`src/rtl/qrs_pkg.sv`:
```
// Package for the quadratic root solver: field widths, fixed-point
// constants and result status codes. No dependencies.
package qrs_pkg;

  localparam int IN_FIELD_W = 16;
  localparam int OUT_W      = 34;
  localparam int SQRT_FRAC  = 8;
  localparam int IN_DATA_W  = 48;
  localparam int OUT_DATA_W = 72;

  typedef enum logic [1:0] {
    ST_TWO     = 2'd0,
    ST_DOUBLE  = 2'd1,
    ST_COMPLEX = 2'd2,
    ST_AZERO   = 2'd3
  } status_t;

endpackage

```
`src/rtl/qrs_sqrt.sv`:
```
// Pipelined digit-by-digit integer square root, one root bit per stage.
// Carries a sideband vector alongside. Uses qrs_pkg.
module qrs_sqrt #(
  parameter int RW = 50,
  parameter int SW = 34
) (
  input  logic                clk,
  input  logic                rst,
  input  logic                ce,
  input  logic                in_valid,
  input  logic [RW-1:0]       in_rad,
  input  logic [SW-1:0]       in_side,
  output logic                out_valid,
  output logic [RW/2-1:0]     out_root,
  output logic [SW-1:0]       out_side
);
  import qrs_pkg::*;

  localparam int RB = RW / 2;

  logic          vld  [1:RB];
  logic [RW-1:0] rad  [1:RB];
  logic [RB:0]   rem  [1:RB];
  logic [RB-1:0] root [1:RB];
  logic [SW-1:0] side [1:RB];

  for (genvar k = 1; k <= RB; k++) begin : g_stage
    logic          p_vld;
    logic [RW-1:0] p_rad;
    logic [RB:0]   p_rem;
    logic [RB-1:0] p_root;
    logic [SW-1:0] p_side;
    logic [RB+2:0] cur;
    logic [RB+2:0] trial;
    logic [RB+2:0] diff;
    logic          ge;

    if (k == 1) begin : g_first
      assign p_vld  = in_valid;
      assign p_rad  = in_rad;
      assign p_rem  = '0;
      assign p_root = '0;
      assign p_side = in_side;
    end else begin : g_next
      assign p_vld  = vld[k-1];
      assign p_rad  = rad[k-1];
      assign p_rem  = rem[k-1];
      assign p_root = root[k-1];
      assign p_side = side[k-1];
    end

    assign cur   = {p_rem, p_rad[RW-1:RW-2]};
    assign trial = (RB+3)'({p_root, 2'b01});
    assign ge    = cur >= trial;
    assign diff  = cur - trial;

    always_ff @(posedge clk) begin
      if (rst) begin
        vld[k] <= 1'b0;
      end else if (ce) begin
        vld[k] <= p_vld;
      end
    end

    always_ff @(posedge clk) begin
      if (ce) begin
        rad[k]  <= p_rad << 2;
        rem[k]  <= ge ? diff[RB:0] : cur[RB:0];
        root[k] <= {p_root[RB-2:0], ge};
        side[k] <= p_side;
      end
    end
  end

  assign out_valid = vld[RB];
  assign out_root  = root[RB];
  assign out_side  = side[RB];

endmodule

```
`config.mk`:
```
export PLATFORM = sky130hd
export DESIGN_NAME = qrs_sqrt
export DESIGN_NICKNAME = d
export VERILOG_FILES = /design/src/rtl/qrs_pkg.sv /design/src/rtl/qrs_sqrt.sv
export SDC_FILE = /design/constraint.sdc
export NUM_CORES = 2
export LEC_CHECK = 0
export ABC_AREA = 0
export BUFFER_PORTS_ARGS = -buffer_cell sky130_fd_sc_hd__buf_2
export CORE_ASPECT_RATIO = 1.25
export CORE_MARGIN = 5
export CORE_UTILIZATION = 60
export DETAILED_ROUTE_END_ITERATION = 10
export GPL_TIMING_DRIVEN = 0
export PLACE_DENSITY = 0.8
export SLEW_MARGIN = 20
export SYNTH_ARGS = -nofsm -noshare
export SYNTH_HDL_FRONTEND = slang
export SYNTH_SLANG_ARGS = --single-unit
```
`constraint.sdc`:
```
create_clock -name clk -period 3.45 [get_ports clk]
set_input_delay 0.5175 -clock clk [delete_from_list [all_inputs] [get_ports clk]]
set_output_delay 0.5175 -clock clk [all_outputs]
set_load 0.01 [all_outputs]
```
==> impl_results.md <==
- Max_slew headroom: 0.341
- Initial Utilization: 0.602
- Max Buffers Root-to-Sink: 3
- Crit path DAT: 3990 ps
- Grt ovf: 0
- Psw: 17600 uW
- Synth top cells by count: edfxtp_1 (2389), inv_1 (445), ha_1 (352)
- Vias in the first global route: 51339
- Asr flop ratio synth: 0
- DRC violations left: 0
- Num rows: 164
- Fillers: 10288
- Clk_lat worst skew: 850 ps
- Initial antenna violation count: 4
- Fin nets: 7088
- Slew Viols, Final: 0
- Critical path type: reg2reg
- MaxCap Viol Count: 0
- Int Power: 53200 uW
- First-pass GRT wire length: 278 mm
- Hpwl dp: 114 mm
- Tmin final: 3410 ps
- Slowest cell on crit path: edfxtp_1
- CTS Root Cell: clkbuf_16
- CTS tree: done
- Post-placement setup slack: -1080 ps
- Drt via density: 5.61
- All-Layer GR Usage: 0.210
- Max Fclk: 0.294 GHz
- Largest net degree at the start of global routing: 161
- Num Clock Sinks: 2389
- Synthesis-to-layout area growth: 13.3%
- Core Region: 159000 um^2
- Top FF cell, synth: edfxtp_1
- Iteration-0 DRC Markers: 3601
- Fin Hold WS: 160 ps
- Synthesized area: 96000 um^2
- Final Cycle Share: 0.987
- Pwr Density: 651 nW/um^2
- H-tree levels: 4
- Layout cell share with drive strength beyond 1: 0.111
- Sequential cell area: 71700 um^2
- Die height: 457 um
- Critical Path RT: 4030 ps
- Syn Inst Count: 6140
- Worst Setup End Kind: register
- Final Power: 70900 uW
- VDD IR-drop max: 0.681 mV
- Num CTS Buffers: 214
- Cell taking the most area after synthesis: edfxtp_1
- DRT antenna net count: 0
- Io pins: 148
- Width of the die: 368 um
- Post-synth net total: 6580
- Clock network fraction of design power: 0.339
- Seq pwr share: 0.524
- Routed WL: 175 mm
- Crit start category: register
- Sequential area share after synthesis: 0.747
- Tightest Hold Check Type: in2reg
- IO Port Bufs: 147
- Combinational group share of total power: 0.137
- Flops & latches, synth: 2389
- Crit path largest cell delay: 440 ps
- Count leader, synth: edfxtp_1
- Routed wire per std cell: 19.7 um
- Die area: 168000 um^2
- RSZ-0062 raised after global routing: yes
- Pre-antenna DRT Iters: 6
- Run status: completed
- Switching Share: 0.249
- Worst slew pin tran: 980 ps
- Post-synth top area share: 0.747
- Post-route setup slack: 43.5 ps
- RePlAce Congestion: 0.887
- Area contributors post-synth: edfxtp_1 (75%), ha_1 (4.6%), xnor2_1 (2.2%)
- Final setup violating endpoints: 0
- Synth warnings: 0
- Avg Cell Area, Syn: 15.6 um^2
- EDFF count, synth: 2389
- Critical path fanouts, max: 5
- Critical Path, Cell by Cell: inv_2 > ha_4 > nor2b_4 > o21a_1 > a31o_4 > o41a_1 > a211o_4 > a2111oi_4 > buf_4 > buf_8 > inv_4 > mux2_4
- Setup Skew: 66.2 ps
- Pleak: 0.0405 uW
- Final hold violations: 0
- Footprint of the multi-input gates: 22800 um^2
- Clock-pin transition on the worst setup and hold timing paths: 70 ps
- Yosys cell types: 91
- Via count: 49995
-- critical path, delay by kind of cell (launching register included) --
| family | cells | cell delay, ps |
|---|---|---|
| AND/OR/NAND/NOR | 1 | 120 |
| buffers and inverters | 4 | 460 |
| multiplexers | 1 | 290 |
| AO/OA/AOI/OAI | 5 | 1690 |
| flip-flops | 1 | 440 |
| adder cells (fa/ha/maj) | 1 | 200 |
-- stage by stage --
stage	setup TNS [ps]	util	std cells	area [um^2]
finish	0	0.683	8905	109000
global route	-54.6	0.683	8904	109000
CTS	-3.97	0.679	8875	108000
detailed placement	-335860	0.626	8380	99900
global placement	-	0.623	8362	99400
floorplan	0	-	6140	96000
-- power groups by stage --
| stage | logic, uW | registers [uW] | clock network (uW) |
|---|---|---|---|
| after floorplan | 6670 | 37000 | 0 |
| after global placement | 8880 | 39400 | 0 |
| after detailed placement | 9300 | 37700 | 0 |
| after CTS | 9580 | 37100 | 24600 |
| after global routing | 10800 | 37400 | 25900 |
| final | 9730 | 37100 | 24000 |
-- sequential cells by signal, indices dropped and copies added, names as in the netlist --
name  cells
vld      25
side    850
root    325
rad     600
rem     589
-- layout by cell type, fill, tap and decap left out, types with 16 or more instances in the layout --
master	count
and2_1	35
ha_1	349
nand3b_1	21
clkinv_2	43
and3_1	19
clkbuf_16	215
nor4_1	49
nand4_1	48
nor3_1	135
inv_1	444
a21oi_1	331
xnor2_1	246
bufinv_16	28
or3_1	71
o21bai_1	21
a211oi_1	18
buf_4	42
o21ai_0	220
nor2b_1	58
a31oi_1	21
o31ai_1	35
a21o_1	122
xor2_1	222
dlygate4sd3_1	87
a211o_1	16
nor2_1	301
nand3_1	68
mux2_2	44
clkbuf_1	58
buf_2	166
nand2b_1	66
nand2_1	313
or4_1	25
edfxtp_1	2389
buf_16	17
or2_2	26
clkinv_1	48
o21a_1	81
-- cells by family (layout without fill, tap and decap cells) --
| kind of cell | Yosys count | in the layout | synth area share |
|---|---|---|---|
| DFF | 2389 | 2389 | 0.747 |
| other | 1 | 3 | 0.0000390 |
| and+or+nand+nor | 1316 | 1316 | 0.0696 |
| adders and majority gates | 352 | 352 | 0.0459 |
| xor gates and xnor gates | 468 | 468 | 0.0427 |
| muxes | 58 | 58 | 0.00666 |
| AOI/OAI and AO/OA | 1029 | 1029 | 0.0670 |
| buffers and inverters | 527 | 1215 | 0.0211 |
-- timing repair --
| action | 4_1_cts | 5_1_grt |
|---|---|---|
| resized for setup | 85 | 87 |
| pin swaps | 7 | 16 |
| endpoints found under the setup margin | 439 | 223 |
| hold buffers | 89 | 0 |
| buffers inserted | 9 | 28 |
| cloned | 1 | 0 |
| hold endpoints to repair | 93 | 0 |
-- layer usage --
layer / track usage / up-vias / share of wire
li1: - / 24066 / -
met1: 0.246 / 24384 / 0.38
met2: 0.385 / 1139 / 0.54
met3: 0.0308 / 406 / 0.037
met4: 0.0883 / 0 / 0.043
met5: 0 / - / 0
-- worst paths after layout --
path,start,endpoint,slack (ps),cells after the start
hold reg to reg,side[2][94],side[2][128],400,0
setup reg to reg,root[0][450],rem[0][508],40,12
hold / removal,ce,side[1][50],160,2
setup / recovery,root[0][450],rem[0][508],40,12
-- area by class of cell --
type	instances	area share
Antenna cell	2	0.0000460
Buffer	78	0.00402
Clock buffer	246	0.0505
Clock inverter	150	0.0151
Inverter	449	0.0155
Multi-Input combinational cell	3224	0.209
Sequential cell	2389	0.659
Tap cell	2075	0.0239
Timing Repair Buffer	292	0.0226
(Power assumes the default switching activity.)
